===== src/bdq_pkg.sv =====
// Shared types, constants and codes for the bounded linked-list deque.
package bdq_pkg;

    localparam int CAPACITY   = 16;
    localparam int DATA_WIDTH = 32;
    localparam int IDX_W      = $clog2(CAPACITY);
    localparam int CNT_W      = $clog2(CAPACITY + 1);
    localparam int VAL_W      = 32;
    localparam int COUNT_W    = 5;

    localparam logic [2:0] CMD_PUSH_FRONT    = 3'd0;
    localparam logic [2:0] CMD_PUSH_BACK     = 3'd1;
    localparam logic [2:0] CMD_POP_FRONT     = 3'd2;
    localparam logic [2:0] CMD_POP_BACK      = 3'd3;
    localparam logic [2:0] CMD_INSERT_SORTED = 3'd4;
    localparam logic [2:0] CMD_REMOVE_VALUE  = 3'd5;

    localparam logic [1:0] ST_OK        = 2'd0;
    localparam logic [1:0] ST_EMPTY     = 2'd1;
    localparam logic [1:0] ST_FULL      = 2'd2;
    localparam logic [1:0] ST_NOT_FOUND = 2'd3;

    typedef struct packed {
        logic [2:0]              cmd;
        logic signed [VAL_W-1:0] value;
    } req_item_t;

    typedef struct packed {
        logic signed [VAL_W-1:0] result_value;
        logic [1:0]              status;
        logic [COUNT_W-1:0]      count;
    } rsp_item_t;

    typedef struct packed {
        logic                  we;
        logic [IDX_W-1:0]      addr;
        logic [DATA_WIDTH-1:0] data;
    } val_wr_t;

    typedef struct packed {
        logic             we;
        logic [IDX_W-1:0] addr;
        logic [IDX_W-1:0] data;
    } lnk_wr_t;

    typedef struct packed {
        logic             take;
        logic             give;
        logic [IDX_W-1:0] slot;
    } alloc_ctl_t;

endpackage


===== src/bdq_ram.sv =====
// Generic single-write, single-read RAM with registered read data.
module bdq_ram #(
    parameter int WIDTH = 8,
    parameter int DEPTH = 16
) (
    input  logic                     clk,
    input  logic                     we,
    input  logic [$clog2(DEPTH)-1:0] waddr,
    input  logic [WIDTH-1:0]         wdata,
    input  logic [$clog2(DEPTH)-1:0] raddr,
    output logic [WIDTH-1:0]         rdata
);

    logic [WIDTH-1:0] mem [DEPTH];

    always_ff @(posedge clk)
    begin
        if (we)
        begin
            mem[waddr] <= wdata;
        end
        rdata <= mem[raddr];
    end

endmodule


===== src/bdq_alloc.sv =====
// Free-slot map with lowest-free-slot selection.
module bdq_alloc
    import bdq_pkg::*;
(
    input  logic             clk,
    input  logic             rst_n,
    input  alloc_ctl_t       ctl,
    output logic [IDX_W-1:0] free_slot
);

    logic [CAPACITY-1:0] free_map_reg;
    logic [CAPACITY-1:0] free_map_next;

    always_comb
    begin
        free_slot = '0;
        for (int i = CAPACITY - 1; i >= 0; i--)
        begin
            if (free_map_reg[i])
            begin
                free_slot = IDX_W'(i);
            end
        end
    end

    always_comb
    begin
        free_map_next = free_map_reg;
        if (ctl.take)
        begin
            free_map_next[free_slot] = 1'b0;
        end
        if (ctl.give)
        begin
            free_map_next[ctl.slot] = 1'b1;
        end
    end

    always_ff @(posedge clk or negedge rst_n)
    begin
        if (!rst_n)
        begin
            free_map_reg <= '1;
        end
        else
        begin
            free_map_reg <= free_map_next;
        end
    end

endmodule


===== src/bdq_ctrl.sv =====
// Command sequencer: list walk, link updates, head/tail/count and result register.
module bdq_ctrl
    import bdq_pkg::*;
(
    input  logic                  clk,
    input  logic                  rst_n,
    input  logic                  req_valid,
    output logic                  req_ready,
    input  req_item_t             req,
    output logic                  rsp_valid,
    input  logic                  rsp_ready,
    output rsp_item_t             rsp,
    output alloc_ctl_t            alloc,
    input  logic [IDX_W-1:0]      free_slot,
    output logic [IDX_W-1:0]      rd_addr,
    input  logic [DATA_WIDTH-1:0] val_rd,
    input  logic [IDX_W-1:0]      nxt_rd,
    input  logic [IDX_W-1:0]      prv_rd,
    output val_wr_t               val_wr,
    output lnk_wr_t               nxt_wr,
    output lnk_wr_t               prv_wr
);

    typedef enum logic [1:0] {S_IDLE, S_WALK, S_LINK, S_DONE} state_t;

    state_t                       state_reg, state_next;
    logic [2:0]                   cmd_reg, cmd_next;
    logic [DATA_WIDTH-1:0]        value_reg, value_next;
    logic [IDX_W-1:0]             cur_reg, cur_next;
    logic [IDX_W-1:0]             slot_reg, slot_next;
    logic [IDX_W-1:0]             head_reg, head_next;
    logic [IDX_W-1:0]             tail_reg, tail_next;
    logic [CNT_W-1:0]             count_reg, count_next;
    logic signed [DATA_WIDTH-1:0] res_reg, res_next;
    logic [1:0]                   status_reg, status_next;
    logic                         tail_seen_reg, tail_seen_next;
    logic                         rsp_valid_reg, rsp_valid_next;
    rsp_item_t                    rsp_reg, rsp_next;

    logic                  empty;
    logic                  full;
    logic                  multi;
    logic [DATA_WIDTH-1:0] din;
    logic                  at_tail;
    logic                  ge;

    assign empty     = (count_reg == '0);
    assign full      = (count_reg == CNT_W'(CAPACITY));
    assign multi     = (count_reg > CNT_W'(1));
    assign din       = DATA_WIDTH'(req.value);
    assign at_tail   = (cur_reg == tail_reg);
    assign ge        = ($signed(val_rd) >= $signed(value_reg));
    assign req_ready = (state_reg == S_IDLE);
    assign rsp_valid = rsp_valid_reg;
    assign rsp       = rsp_reg;

    always_comb
    begin
        state_next     = state_reg;
        cmd_next       = cmd_reg;
        value_next     = value_reg;
        cur_next       = cur_reg;
        slot_next      = slot_reg;
        head_next      = head_reg;
        tail_next      = tail_reg;
        count_next     = count_reg;
        res_next       = res_reg;
        status_next    = status_reg;
        tail_seen_next = tail_seen_reg;
        rsp_next       = rsp_reg;
        rsp_valid_next = rsp_valid_reg && !rsp_ready;
        rd_addr        = cur_reg;
        alloc          = '{take: 1'b0, give: 1'b0, slot: cur_reg};
        val_wr         = '{we: 1'b0, addr: free_slot, data: value_reg};
        nxt_wr         = '{we: 1'b0, addr: free_slot, data: head_reg};
        prv_wr         = '{we: 1'b0, addr: head_reg, data: free_slot};

        unique case (state_reg)
            S_IDLE:
            begin
                rd_addr = (req.cmd == CMD_POP_BACK) ? tail_reg : head_reg;
                if (req_valid)
                begin
                    cmd_next       = req.cmd;
                    value_next     = din;
                    cur_next       = rd_addr;
                    res_next       = '0;
                    status_next    = ST_OK;
                    tail_seen_next = 1'b0;
                    state_next     = S_DONE;
                    if (req.cmd == CMD_PUSH_FRONT || req.cmd == CMD_PUSH_BACK ||
                        req.cmd == CMD_INSERT_SORTED)
                    begin
                        if (full)
                        begin
                            status_next = ST_FULL;
                        end
                        else if (req.cmd == CMD_INSERT_SORTED && !empty)
                        begin
                            state_next = S_WALK;
                        end
                        else
                        begin
                            alloc.take  = 1'b1;
                            count_next  = count_reg + CNT_W'(1);
                            val_wr.we   = 1'b1;
                            val_wr.data = din;
                            if (empty)
                            begin
                                head_next = free_slot;
                                tail_next = free_slot;
                            end
                            else if (req.cmd == CMD_PUSH_FRONT)
                            begin
                                nxt_wr.we = 1'b1;
                                prv_wr.we = 1'b1;
                                head_next = free_slot;
                            end
                            else
                            begin
                                prv_wr    = '{we: 1'b1, addr: free_slot, data: tail_reg};
                                nxt_wr    = '{we: 1'b1, addr: tail_reg, data: free_slot};
                                tail_next = free_slot;
                            end
                        end
                    end
                    else if (req.cmd == CMD_POP_FRONT || req.cmd == CMD_POP_BACK ||
                             req.cmd == CMD_REMOVE_VALUE)
                    begin
                        if (empty)
                        begin
                            status_next = ST_EMPTY;
                        end
                        else
                        begin
                            state_next = S_WALK;
                        end
                    end
                end
            end

            S_WALK:
            begin
                if (cmd_reg == CMD_INSERT_SORTED)
                begin
                    if (ge || at_tail)
                    begin
                        alloc.take = 1'b1;
                        count_next = count_reg + CNT_W'(1);
                        val_wr.we  = 1'b1;
                        state_next = S_DONE;
                        if (ge && cur_reg == head_reg)
                        begin
                            nxt_wr.we = 1'b1;
                            prv_wr.we = 1'b1;
                            head_next = free_slot;
                        end
                        else if (ge)
                        begin
                            nxt_wr     = '{we: 1'b1, addr: prv_rd, data: free_slot};
                            prv_wr     = '{we: 1'b1, addr: free_slot, data: prv_rd};
                            slot_next  = free_slot;
                            state_next = S_LINK;
                        end
                        else
                        begin
                            prv_wr    = '{we: 1'b1, addr: free_slot, data: tail_reg};
                            nxt_wr    = '{we: 1'b1, addr: tail_reg, data: free_slot};
                            tail_next = free_slot;
                        end
                    end
                    else
                    begin
                        rd_addr  = nxt_rd;
                        cur_next = nxt_rd;
                    end
                end
                else if (cmd_reg == CMD_REMOVE_VALUE && val_rd != value_reg)
                begin
                    // head first, then tail, then the middle from the head
                    if (at_tail && (!tail_seen_reg || slot_reg == tail_reg))
                    begin
                        status_next = ST_NOT_FOUND;
                        state_next  = S_DONE;
                    end
                    else if (at_tail)
                    begin
                        rd_addr  = slot_reg;
                        cur_next = slot_reg;
                    end
                    else if (!tail_seen_reg)
                    begin
                        tail_seen_next = 1'b1;
                        slot_next      = nxt_rd;
                        rd_addr        = tail_reg;
                        cur_next       = tail_reg;
                    end
                    else if (nxt_rd == tail_reg)
                    begin
                        status_next = ST_NOT_FOUND;
                        state_next  = S_DONE;
                    end
                    else
                    begin
                        rd_addr  = nxt_rd;
                        cur_next = nxt_rd;
                    end
                end
                else
                begin
                    // unlink the current entry
                    res_next   = $signed(val_rd);
                    alloc.give = 1'b1;
                    count_next = count_reg - CNT_W'(1);
                    state_next = S_DONE;
                    if (multi)
                    begin
                        if (cur_reg == head_reg)
                        begin
                            head_next = nxt_rd;
                        end
                        else if (at_tail)
                        begin
                            tail_next = prv_rd;
                        end
                        else
                        begin
                            nxt_wr = '{we: 1'b1, addr: prv_rd, data: nxt_rd};
                            prv_wr = '{we: 1'b1, addr: nxt_rd, data: prv_rd};
                        end
                    end
                end
            end

            S_LINK:
            begin
                nxt_wr     = '{we: 1'b1, addr: slot_reg, data: cur_reg};
                prv_wr     = '{we: 1'b1, addr: cur_reg, data: slot_reg};
                state_next = S_DONE;
            end

            S_DONE:
            begin
                if (!rsp_valid_reg || rsp_ready)
                begin
                    rsp_next.result_value = VAL_W'(res_reg);
                    rsp_next.status       = status_reg;
                    rsp_next.count        = COUNT_W'(count_reg);
                    rsp_valid_next        = 1'b1;
                    state_next            = S_IDLE;
                end
            end
        endcase
    end

    always_ff @(posedge clk or negedge rst_n)
    begin
        if (!rst_n)
        begin
            state_reg     <= S_IDLE;
            cmd_reg       <= '0;
            value_reg     <= '0;
            cur_reg       <= '0;
            slot_reg      <= '0;
            head_reg      <= '0;
            tail_reg      <= '0;
            count_reg     <= '0;
            res_reg       <= '0;
            status_reg    <= ST_OK;
            tail_seen_reg <= 1'b0;
            rsp_valid_reg <= 1'b0;
            rsp_reg       <= '0;
        end
        else
        begin
            state_reg     <= state_next;
            cmd_reg       <= cmd_next;
            value_reg     <= value_next;
            cur_reg       <= cur_next;
            slot_reg      <= slot_next;
            head_reg      <= head_next;
            tail_reg      <= tail_next;
            count_reg     <= count_next;
            res_reg       <= res_next;
            status_reg    <= status_next;
            tail_seen_reg <= tail_seen_next;
            rsp_valid_reg <= rsp_valid_next;
            rsp_reg       <= rsp_next;
        end
    end

endmodule


===== src/bounded_deque_sorted_list_top.sv =====
// Top level of the bounded linked-list deque with sorted insert and remove by value.
//
// Request channel (req_valid/req_ready/req) takes one command: push front, push back,
// pop front, pop back, sorted insert or remove by value. Response channel
// (rsp_valid/rsp_ready/rsp) returns one item per request: value, status, new count.
// Entries live in three RAMs (values, next links, prev links) with registered reads;
// a free map, head, tail and count sit in flops.
// Pushes, spare codes and commands that fail at once go from idle straight to the
// response state; pops pass once through the walk state; sorted insert and remove
// by value compare one entry per walk step, plus a second link write for a middle insert.
// Remove compares the head, then the tail, then walks the middle from the head.
// Worst case: a remove on a full list, or an insert into 15 entries before the tail.
// Only one request is in flight; the next request is taken the cycle after the
// response is loaded into the output register.
// A stalled response waits in the output register while the next request is already
// accepted and processed; its result is held until the register frees up.
// Reset (rst_n low, async) empties the list; RAM contents need no clearing and the
// block takes requests in the first cycle after reset.
module bounded_deque_sorted_list_top
    import bdq_pkg::*;
(
    input  logic      clk,
    input  logic      rst_n,
    input  logic      req_valid,
    output logic      req_ready,
    input  req_item_t req,
    output logic      rsp_valid,
    input  logic      rsp_ready,
    output rsp_item_t rsp
);

    alloc_ctl_t            alloc;
    logic [IDX_W-1:0]      free_slot;
    logic [IDX_W-1:0]      rd_addr;
    logic [DATA_WIDTH-1:0] val_rd;
    logic [IDX_W-1:0]      nxt_rd;
    logic [IDX_W-1:0]      prv_rd;
    val_wr_t               val_wr;
    lnk_wr_t               nxt_wr;
    lnk_wr_t               prv_wr;

    bdq_ctrl u_ctrl (
        .clk       (clk),
        .rst_n     (rst_n),
        .req_valid (req_valid),
        .req_ready (req_ready),
        .req       (req),
        .rsp_valid (rsp_valid),
        .rsp_ready (rsp_ready),
        .rsp       (rsp),
        .alloc     (alloc),
        .free_slot (free_slot),
        .rd_addr   (rd_addr),
        .val_rd    (val_rd),
        .nxt_rd    (nxt_rd),
        .prv_rd    (prv_rd),
        .val_wr    (val_wr),
        .nxt_wr    (nxt_wr),
        .prv_wr    (prv_wr)
    );

    bdq_alloc u_alloc (
        .clk       (clk),
        .rst_n     (rst_n),
        .ctl       (alloc),
        .free_slot (free_slot)
    );

    bdq_ram #(.WIDTH(DATA_WIDTH), .DEPTH(CAPACITY)) u_val_ram (
        .clk   (clk),
        .we    (val_wr.we),
        .waddr (val_wr.addr),
        .wdata (val_wr.data),
        .raddr (rd_addr),
        .rdata (val_rd)
    );

    bdq_ram #(.WIDTH(IDX_W), .DEPTH(CAPACITY)) u_nxt_ram (
        .clk   (clk),
        .we    (nxt_wr.we),
        .waddr (nxt_wr.addr),
        .wdata (nxt_wr.data),
        .raddr (rd_addr),
        .rdata (nxt_rd)
    );

    bdq_ram #(.WIDTH(IDX_W), .DEPTH(CAPACITY)) u_prv_ram (
        .clk   (clk),
        .we    (prv_wr.we),
        .waddr (prv_wr.addr),
        .wdata (prv_wr.data),
        .raddr (rd_addr),
        .rdata (prv_rd)
    );

endmodule


===== config.mk =====
export PLATFORM = sky130hd
export DESIGN_NAME = bounded_deque_sorted_list_top
export DESIGN_NICKNAME = d
export VERILOG_FILES = /design/src/bdq_pkg.sv /design/src/bdq_ram.sv /design/src/bdq_alloc.sv /design/src/bdq_ctrl.sv /design/src/bounded_deque_sorted_list_top.sv
export SDC_FILE = /design/constraint.sdc
export NUM_CORES = 1
export LEC_CHECK = 0
export BUFFER_PORTS_ARGS = -buffer_cell sky130_fd_sc_hd__buf_2
export CAP_MARGIN = 20
export CORE_UTILIZATION = 65
export DETAILED_ROUTE_END_ITERATION = 6
export PLACE_DENSITY = 0.79
export SETUP_SLACK_MARGIN = 0.15
export SYNTH_ARGS = -nofsm -noshare
export SYNTH_HDL_FRONTEND = slang
export SYNTH_SLANG_ARGS = --single-unit
export TNS_END_PERCENT = 10

===== constraint.sdc =====
create_clock -name clk -period 16 [get_ports clk]
set_clock_uncertainty 0.15 [all_clocks]
set_input_delay 1.6 -clock clk [delete_from_list [all_inputs] [get_ports clk]]
set_output_delay 1.6 -clock clk [all_outputs]
set_load 0.005 [all_outputs]

After elaboration in Yosys (flattened, before gate mapping)
Memories as Yosys holds them, arrays and structs flattened. A register that Yosys moved wholly into a read port is not among the register bits. Cells that the tools add are included.

Memories kept: 3. Output and inout port bits: 41. Register bits: 149. Input port bits: 39. Bits in writable memories: 640.

Memory list: u_val_ram.mem (words 16, width 32, read ports 1, clocked after memory_dff 1, write ports 1, line bdq_ram.sv:14) `logic [WIDTH-1:0] mem [DEPTH];`; u_nxt_ram.mem (words 16, width 4, read ports 1, clocked after memory_dff 1, write ports 1, line bdq_ram.sv:14); u_prv_ram.mem (words 16, width 4, read ports 1, clocked after memory_dff 1, write ports 1, line bdq_ram.sv:14).

Magnitude comparators: 6. Muxes and demuxes: 167. Bitwise gates (word level): 3. $add $sub $neg: 2. Equal/unequal tests: 49. Reduce and logical (&&, ||, !) cells: 34.

Operators by type and width (count): 32-bit two-way mux (8); 4-bit two-way mux (60); 9-bit two-way mux (22); 32-bit case mux with 2 select lines (1); 9-bit case mux with 3 select lines (2); 2-bit two-way mux (20); 8-bit two-way mux (5); 5-bit two-way mux (7); 32-bit greater-or-equal comparator (1); 16-bit two-way mux (2); 32-bit inequality test (1); 4-bit case mux with 2 select lines (4); 1-bit two-way mux (29); 2-bit inequality test (second input constant) (11); 3-bit by 1-bit inequality test with 1-bit output (second input constant) (6); 16-bit bitwise AND (1); 4-bit equality test (4); 16-bit inverter (1); 16-bit bitwise OR (1); 3-bit inequality test (second input constant) (5); 7-bit AND reduction (2); 13-bit AND reduction (1); 3-bit equality test (second input constant) (4); 6-bit AND reduction (2); other kinds (31) (61).

Logic depth before layout (Yosys ltp)
Gate-level depths: netlist (run 1).

Depth in word-level cells: 25. Mapped depth: 17. Gate-level depth less buffers: 13.

Hierarchy
From an unflattened synthesis (run 1), not the netlist that was laid out.

Cell total of the unflattened synthesis: 2026. Area total of the unflattened synthesis: 34184.0 um^2.

Modules (own cells, without submodules): bdq_ram at u_val_ram (cells each 838, times used 1, area each 19835.3 um^2); bdq_ctrl (cells each 808, times used 1, area each 7948.9 um^2); bdq_ram at u_nxt_ram ... (cells each 130, times used 2, area each 2666.3 um^2); bdq_alloc (cells each 120, times used 1, area each 1067.3 um^2).

Least setup slack after synthesis (run 1)
No wires, ideal clock.

Path kind: input to register. From: in req_valid. To: mem u_val_ram.mem[14][0] (netlist name) (enable). Required time: 15387 ps. Setup time: 463 ps. Stages on the path: 8. Setup slack: 10102 ps. Buffers on the path: 3. Arrival time: 5285 ps. Cells stage by stage: clkbuf_1 -> nand2_1 -> nor2_1 -> and3_1 -> clkbuf_1 -> o21ai_0 -> clkbuf_1 -> nor3_1.

Longest elaborated chain between the ends: 4.

Ends and longest elaborated chain: start: declaration (line bounded_deque_sorted_list_top.sv:24) `input logic req_valid,`; 1-bit two-way mux (line bdq_ctrl.sv:82) `if (req_valid)`; 1-bit case mux with 2 select lines (line bdq_ctrl.sv:78) `unique case (state_reg)`; 1-bit two-way mux (line bdq_ram.sv:18) `if (we)`; 1-bit two-way mux (implied by the code) (line bdq_ram.sv:20) `mem[waddr] <= wdata;`; end: declaration (line bdq_ram.sv:14).

Every way passes these cells.

Final worst setup path (run 1)
From: reg u_ctrl.value_reg[12]. To: reg u_nxt_ram.rdata[3] (read register of u_nxt_ram.mem).

Longest elaborated chain between the ends: 5. Elaborated cells on any way between the ends: 8.

Ends and longest elaborated chain: start: declaration (line bdq_ctrl.sv:28) `logic [DATA_WIDTH-1:0] value_reg, value_next;`; start signal: assignment (line bdq_ctrl.sv:278) `value_reg <= value_next;`; 32-bit greater-or-equal comparator or 32-bit inequality test (tied branches) (line bdq_ctrl.sv:52, bdq_ctrl.sv:178); 1-bit logical OR or 1-bit logical AND (tied branches) (line bdq_ctrl.sv:146, bdq_ctrl.sv:178); 4-bit two-way mux (on tied branches); 4-bit two-way mux *; 4-bit case mux with 2 select lines * (line bdq_ctrl.sv:78); end: declaration (line bdq_ram.sv:11) `output logic [WIDTH-1:0] rdata`.

Every way passes the cells marked *; elsewhere a longest branch is shown, timed or not. A chain may end at the register's enable or synchronous reset.

==> flow_summary.ini, run 1 <==
[run_status]
failed_checks = design-rule violations
status = finished, violations left

[finish]
multiInputGateArea_um2 = 10420
fill_cells = 3338
largestRegisters = u_val_ram.mem: 512 flops, u_nxt_ram.mem: 64 flops, u_prv_ram.mem: 64 flops
syn_to_final_growth_pct = 10.92
final_nets = 2774
largest-register = u_val_ram.mem
largest_reg_flops = 512
drive_above_1_share_pct = 15.73
n_antenna_cell = 0
final-seq-area_um2 = 23770
finish.utilization_pct = 73.01

[critical_path]
slowest_stage = or2_4
arrival_ns = 6.88
cp_max_fo = 204
worstSetupStartpointType = register
path_cells = inv_1 -> ha_1 -> nand4_1 -> nor4_1 -> buf_4 -> a31oi_1 -> buf_4 -> nand3_1 -> nor3_1 -> a311o_2 -> buf_4 -> or2_4 -> buf_12 -> mux2i_1 -> a221o_1 -> nand4_1
rrSetupSlack_ns = 9.53
end_kind = register
reg2reg_depth = 16
cpLargestDelayFamily = simple AND/OR/NAND/NOR gates
critPathKind = reg -> reg
r2r_end = u_nxt_ram.rdata[3]$_DFF_P_
worst-endpoint-required_ns = 16.41
path_common_cell = buf_4
path_buf_inv = 5
timing.rr.start = u_ctrl.value_reg[12]$_DFFE_PN0P_
cpPeakStageDelay_ns = 0.85

[cts]
cts_tree = built
htreeDepth = 3
cts_resized = 0
clkSinkCount = 829
insertion_delay_ns = 0.64
cts.reportedPaths.clkPinSlew_ns = 0.06
hold_buffers = 0
cts_buffer_depth = 3
cts_buffers = 82
clockRootBuffer = clkbuf_16
post_cts_buffers = 0

[pwr]
total_power_w = 0.009121
ir_worst_vdd_uv = 361.8
p_leak_nw = 14.68
power_density_nw_per_um2 = 232.1

[floorplan]
fp.coreArea_um2 = 53810
io_pins = 80
dieHeight_um = 235.4
floorplan.initialDensity_pct = 65.82
rows = 85
dieWidth_um = 235.4
die_area_um2 = 55430

[grt]
grt_pass1_wl_um = 138600
globalRoute.totalOverflow = 0
grtUsageTotal_pct = 33.27
grt_max_degree = 208
grt_pass1_vias = 23040
antenna_found_initial = 0

[synthesis]
synthTopCellsByArea = edfxtp_1, dfrtp_1, mux2i_1
synthDistinctLibCells = 76
synth_edf_count = 640
synth-seq-cells = 829
ys_seq_area_share_pct = 67.10
syn_avg_cell_area_um2 = 13.41
async_reset_ff_share_pct = 17.97
synth-main-ff-cell = edfxtp_1
synth_top_area_share_pct = 54.25
synth_nets = 2720
syn_area_um2 = 35420
post_synth_inst_count = 2642
synth_top_cell_by_area = edfxtp_1
ys_warn_count = 0

[place]
port_buffers = 79
gp_congestion = 0.9439
dp_hpwl_um = 49740

[sta]
worstMarginPinSlew_ns = 1.289
period_share_pct = 40.42
maxSlewHeadroom_pct = 14.07
hold_viol = 0
grt_setup_unrepaired = no
tns_ns = 0
fmax_mhz = 154.6
post-route-min-period_ns = 6.467
setup_viol = 0
slew_viol_final = 0

[job]
drv_cap = 0

[worst_hold_path]
min_from = u_val_ram.rdata[20]$_DFF_P_
min_to = u_ctrl.res_reg[20]$_DFFE_PN0P_
hold_depth = 1
holdCritPathClass = reg -> reg

[route]
ant_nets = 0
via_count = 23560
detail_route.iter0.violations = 3367
drt_first_pass_iters = 7
vias_per_cell = 6.805
drc = 1
post_drt_wl_per_cell_um = 26.49
drt-total-wl_um = 91690
==> placed cells by master (no fill, tap or decap), drive strengths merged, types with 10 or more instances in the layout <==
cell and count:
nand4 52, a21oi 177, dfrtp 133, clkinv 22, nor2 72, a22o 32, a221o 125, xnor2 10
mux2 55, dfxtp 40, xor2 11, dfstp 16, o211a 40, o211ai 45, mux2i 130, nand2b 15
buf 156, nand3 18, o21ai 208, nor3 38, nand2 259, ha 39, nand4b 40, edfxtp 640
clkbuf 124, inv 144
==> kinds of logic (layout without fill, tap and decap cells) <==
kind of cell / count (synthesis) / count (layout) / share of synthesized area [%]
flops: 829 / 829 / 67.10
xor+xnor: 21 / 21 / 0.5404
compound gates: 704 / 704 / 14.18
fa+ha+maj: 39 / 39 / 1.378
simple gates: 537 / 537 / 7.365
buf+inv: 327 / 451 / 4.016
mux: 185 / 185 / 5.422
==> through the flow <==
| stage | cell area (um^2) | setup slack [ns] | std cells | hold slack, ns |
|---|---|---|---|---|
| detailed placement | 36570 | 9.735 | 3306 | 0.3213 |
| global placement | 36570 | 9.873 | 3305 | 0.3222 |
| CTS | 39270 | 9.767 | 3460 | 0.3387 |
| global route | 39290 | 9.387 | 3462 | 0.3574 |
| floorplan | 35420 | 10.10 | 2642 | 0.2992 |
| finish | 39290 | 9.533 | 3462 | 0.3375 |
==> worst register-to-register path, delay by kind of cell (launching register included) <==
kind	cells	cell delay, ns
AND/OR/NAND/NOR	6	2.27
buffers and inverters	5	2.11
AO/OA/AOI/OAI	3	0.78
multiplexers	1	0.50
flip-flops	1	0.35
adder cells (fa/ha/maj)	1	0.25
==> cell usage after synthesis (8+ instances only) <==
library cell / count
a21oi_1: 177
a221o_1: 125
a22o_1: 32
buf_1: 11
buf_2: 27
buf_6: 18
clkbuf_1: 124
dfrtp_1: 133
dfstp_2: 16
dfxtp_1: 40
edfxtp_1: 640
ha_1: 39
inv_1: 137
mux2_2: 54
mux2i_1: 130
nand2_1: 259
nand2b_1: 15
nand3_1: 18
nand4_1: 51
nand4b_1: 40
nor2_1: 72
nor3_1: 38
o211a_1: 40
o211ai_2: 40
o21ai_0: 203
o31ai_1: 9
or3_1: 8
xnor2_1: 10
xor2_1: 10
==> worst max-delay path by stage <==
| stage | slack (ns) | start | cells past startpoint | to |
|---|---|---|---|---|
| after floorplan | 10.10 | req_valid | 8 | u_val_ram.mem[14][0]$_DFFE_PP_ |
| after global placement | 9.87 | req[34] | 13 | u_prv_ram.rdata[1]$_DFF_P_ |
| after detailed placement | 9.73 | req[34] | 13 | u_val_ram.rdata[7]$_DFF_P_ |
| after CTS | 9.77 | u_ctrl.value_reg[12]$_DFFE_PN0P_ | 16 | u_val_ram.rdata[7]$_DFF_P_ |
| after global routing | 9.39 | u_ctrl.value_reg[14]$_DFFE_PN0P_ | 16 | u_nxt_ram.rdata[3]$_DFF_P_ |
| final | 9.53 | u_ctrl.value_reg[12]$_DFFE_PN0P_ | 16 | u_nxt_ram.rdata[3]$_DFF_P_ |
==> cell type report <==
class,instances,share of cell area [%]
Clock buffer,123,6.213
Clock inverter,31,0.6401
Timing Repair Buffer,157,2.595
Sequential cell,829,60.49
Tap cell,696,2.216
Multi-Input combinational cell,1486,26.51
Inverter,140,1.337
==> report_power, final <==
part / internal, W / switching, W / leakage [nW]
combinational: 0.00132 / 0.00269 / 5.32
sequential: 0.00297 / 0.000233 / 8.02
clock: 0.00110 / 0.000811 / 1.33
==> routing by layer <==
metal	track usage (%)	up-vias	share of wire [%]	wire length (um)
li1	-	10140	-	-
met1	47.69	11770	40	36970
met2	52.10	1441	47	42640
met3	5.875	205	10	9228
met4	11.23	0	3.1	2857
met5	0	-	0	0
Power figures use the tool's default switching activity.
==> run 2, diff against run 1 <==
--- a/config.mk
+++ b/config.mk
@@ -7,9 +7,9 @@
 export LEC_CHECK = 0
 export BUFFER_PORTS_ARGS = -buffer_cell sky130_fd_sc_hd__buf_2
 export CAP_MARGIN = 20
-export CORE_UTILIZATION = 65
+export CORE_UTILIZATION = 63
 export DETAILED_ROUTE_END_ITERATION = 6
-export PLACE_DENSITY = 0.79
+export PLACE_DENSITY = 0.77
 export SETUP_SLACK_MARGIN = 0.15
 export SYNTH_ARGS = -nofsm -noshare
 export SYNTH_HDL_FRONTEND = slang
==> constraint.sdc (replaced) <==
create_clock -name clk -period 6.5 [get_ports clk]
set_clock_uncertainty 0.15 [all_clocks]
set_input_delay 0.65 -clock clk [delete_from_list [all_inputs] [get_ports clk]]
set_output_delay 0.65 -clock clk [all_outputs]
set_load 0.005 [all_outputs]
==> run 2 against run 1 <==
Net effect: the flow now finishes without violations; combinational power rose to 2.6 times the previous value; maximum frequency up 13%; setup slack got worse by 8.7 ns; hold slack got worse by 0.24 ns; die area up 3.1%; routed wire length rose by 1.2%; register-to-register slack lost 8.7 ns; final cell count is 2.1% higher; sequential power increased by 140%; cell area grew 1.1%; utilization is 1.2 points lower.
==> flow_summary.ini, run 2 (synthesized netlist as in run 1, its figures left out) <==
[run_status]
status = complete, no violations

[pwr]
power_density_nw_per_um2 = 580.3
p_leak_nw = 14.85
ir_worst_vdd_uv = 518.0

[finish]
largestRegisters = u_val_ram.mem: 512 flops, u_nxt_ram.mem: 64 flops, u_prv_ram.mem: 64 flops
fin_cells = 3534
largest-register = u_val_ram.mem
largest_reg_flops = 512
final_nets = 2792
layout_common_cells = edfxtp_1, nand2_1, o21ai_0, a21oi_1, inv_1
syn_to_final_growth_pct = 12.11
drive_above_1_share_pct = 16.09
final_common_cell = edfxtp_1

[sta]
hold_viol = 0
worstMarginPinSlew_ns = 1.136
grt_setup_unrepaired = no
tns_ns = 0
slew_viol_final = 0
period_share_pct = 87.69
fmax_mhz = 175.4
setup_viol = 0
post-route-min-period_ns = 5.700
maxSlewHeadroom_pct = 24.27

[critical_path]
arrival_ns = 5.82
reg2reg_depth = 13
critPathKind = reg -> reg
end_kind = register
cp_max_fo = 24
worst-endpoint-required_ns = 6.62
worstSetupStartpointType = register

[grt]
grtUsageTotal_pct = 32.84
grt_max_degree = 91
antenna_found_initial = 3
globalRoute.totalOverflow = 0
grt_pass1_vias = 22900
grt_pass1_wl_um = 139600

[route]
ant_nets = 0
via_count = 23530
drc = 0
drt_first_pass_iters = 7
vias_per_cell = 6.657
drt-total-wl_um = 92760
detail_route.iter0.violations = 3154
post_drt_wl_per_cell_um = 26.25

[place]
dp_hpwl_um = 53330
port_buffers = 79
gp_congestion = 0.9396
dp_cells = 3369

[floorplan]
dieHeight_um = 239.1
rows = 86
die_area_um2 = 57180
dieWidth_um = 239.1
io_pins = 80
fp.coreArea_um2 = 55310
floorplan.initialDensity_pct = 64.05

[cts]
htreeDepth = 3
post_cts_buffers = 0
cts_resized = 0
hold_buffers = 1
clockRootBuffer = clkbuf_16
insertion_delay_ns = 0.64
clkSinkCount = 829
cts_tree = built
cts.reportedPaths.clkPinSlew_ns = 0.06
cts_buffers = 83
cts_buffer_depth = 3

[worst_hold_path]
holdCritPathClass = in -> reg
hold_depth = 3

[job]
drv_cap = 0
-- run 2: cell types whose count changed in the layout (fill, tap and decap cells not counted), sizes merged --
cell / before / now
clkinvlp: 3 / 0
diode: 0 / 1
clkbuf: 124 / 121
buf: 156 / 172
inv: 144 / 140
clkinv: 22 / 29
bufinv: 2 / 7
dlygate4sd3: 0 / 1
-- run 2: power by group --
group,internal [W],total [W],leakage (nW),switching (W)
combinational,0.00340,0.0103,5.45,0.00694
clock,0.00288,0.00489,1.39,0.00201
sequential,0.00731,0.00782,8.02,0.000504
total,0.0136,0.0230,14.9,0.00946
-- run 2: final cells by class --
| class | count | area (um^2) |
|---|---|---|
| Antenna cell | 1 | 2.502 |
| Clock buffer | 120 | 2422 |
| Clock inverter | 36 | 391.6 |
| Fill cell | 3600 | 15600 |
| Inverter | 140 | 525.5 |
| Multi-Input combinational cell | 1486 | 10410 |
| Sequential cell | 829 | 23770 |
| Tap cell | 748 | 935.9 |
| Timing Repair Buffer | 174 | 1255 |
-- run 2: worst paths after layout --
check | slack (ns) | end | start
min in group asynchronous | 0.45 | u_ctrl.rsp[0]$_DFFE_PN0P_ | rst_n
hold / removal | 0.09 | u_ctrl.value_reg[22]$_DFFE_PN0P_ | req[22]
hold reg to reg | 0.33 | u_ctrl.rsp[1]$_DFFE_PN0P_ | u_ctrl.rsp[1]$_DFFE_PN0P_
setup / recovery | 0.80 | u_prv_ram.mem[1][1]$_DFFE_PP_ | u_ctrl.value_reg[19]$_DFFE_PN0P_
max in group asynchronous | 4.60 | u_alloc.free_map_reg[12]$_DFF_PN1_ | rst_n
setup reg to reg | 0.80 | u_prv_ram.mem[1][1]$_DFFE_PP_ | u_ctrl.value_reg[19]$_DFFE_PN0P_
-- run 2: stage by stage --
step | setup slack (ns) | hold slack (ns) | total power [W] | cell area [um^2] | utilization (%)
finish | 0.8001 | 0.09473 | 0.02304 | 39710 | 71.80
floorplan | 1.322 | 0.2044 | 0.01471 | 35420 | -
global route | 0.5900 | 0.1003 | 0.02405 | 39710 | 71.80
detailed placement | 0.9947 | 0.3146 | 0.01792 | 36790 | 66.52
global placement | 1.121 | 0.3125 | 0.01756 | 36760 | 66.46
CTS | 0.9610 | 0.07343 | 0.02284 | 39610 | 71.62
-- run 2: layer usage --
layer	track usage, %	vias up	part of all wire, %
met5	0	-	0.029
met4	11.31	4	2.7
met3	6.917	191	11
met2	50.63	1446	46
met1	46.68	11690	40
li1	-	10200	-
-- run 2: critical path: stages (launching register included) --
cell and delay (ns):
dfrtp_1 0.33, inv_1 0.06, ha_1 0.34, nand4_1 0.19
nor4_2 0.82, a31oi_1 0.36, buf_4 0.29, or2_1 0.40
mux2i_1 0.21, o221a_2 0.21, a21oi_1 0.08, o21ai_2 0.41
clkinv_1 0.66, nor3_1 0.80
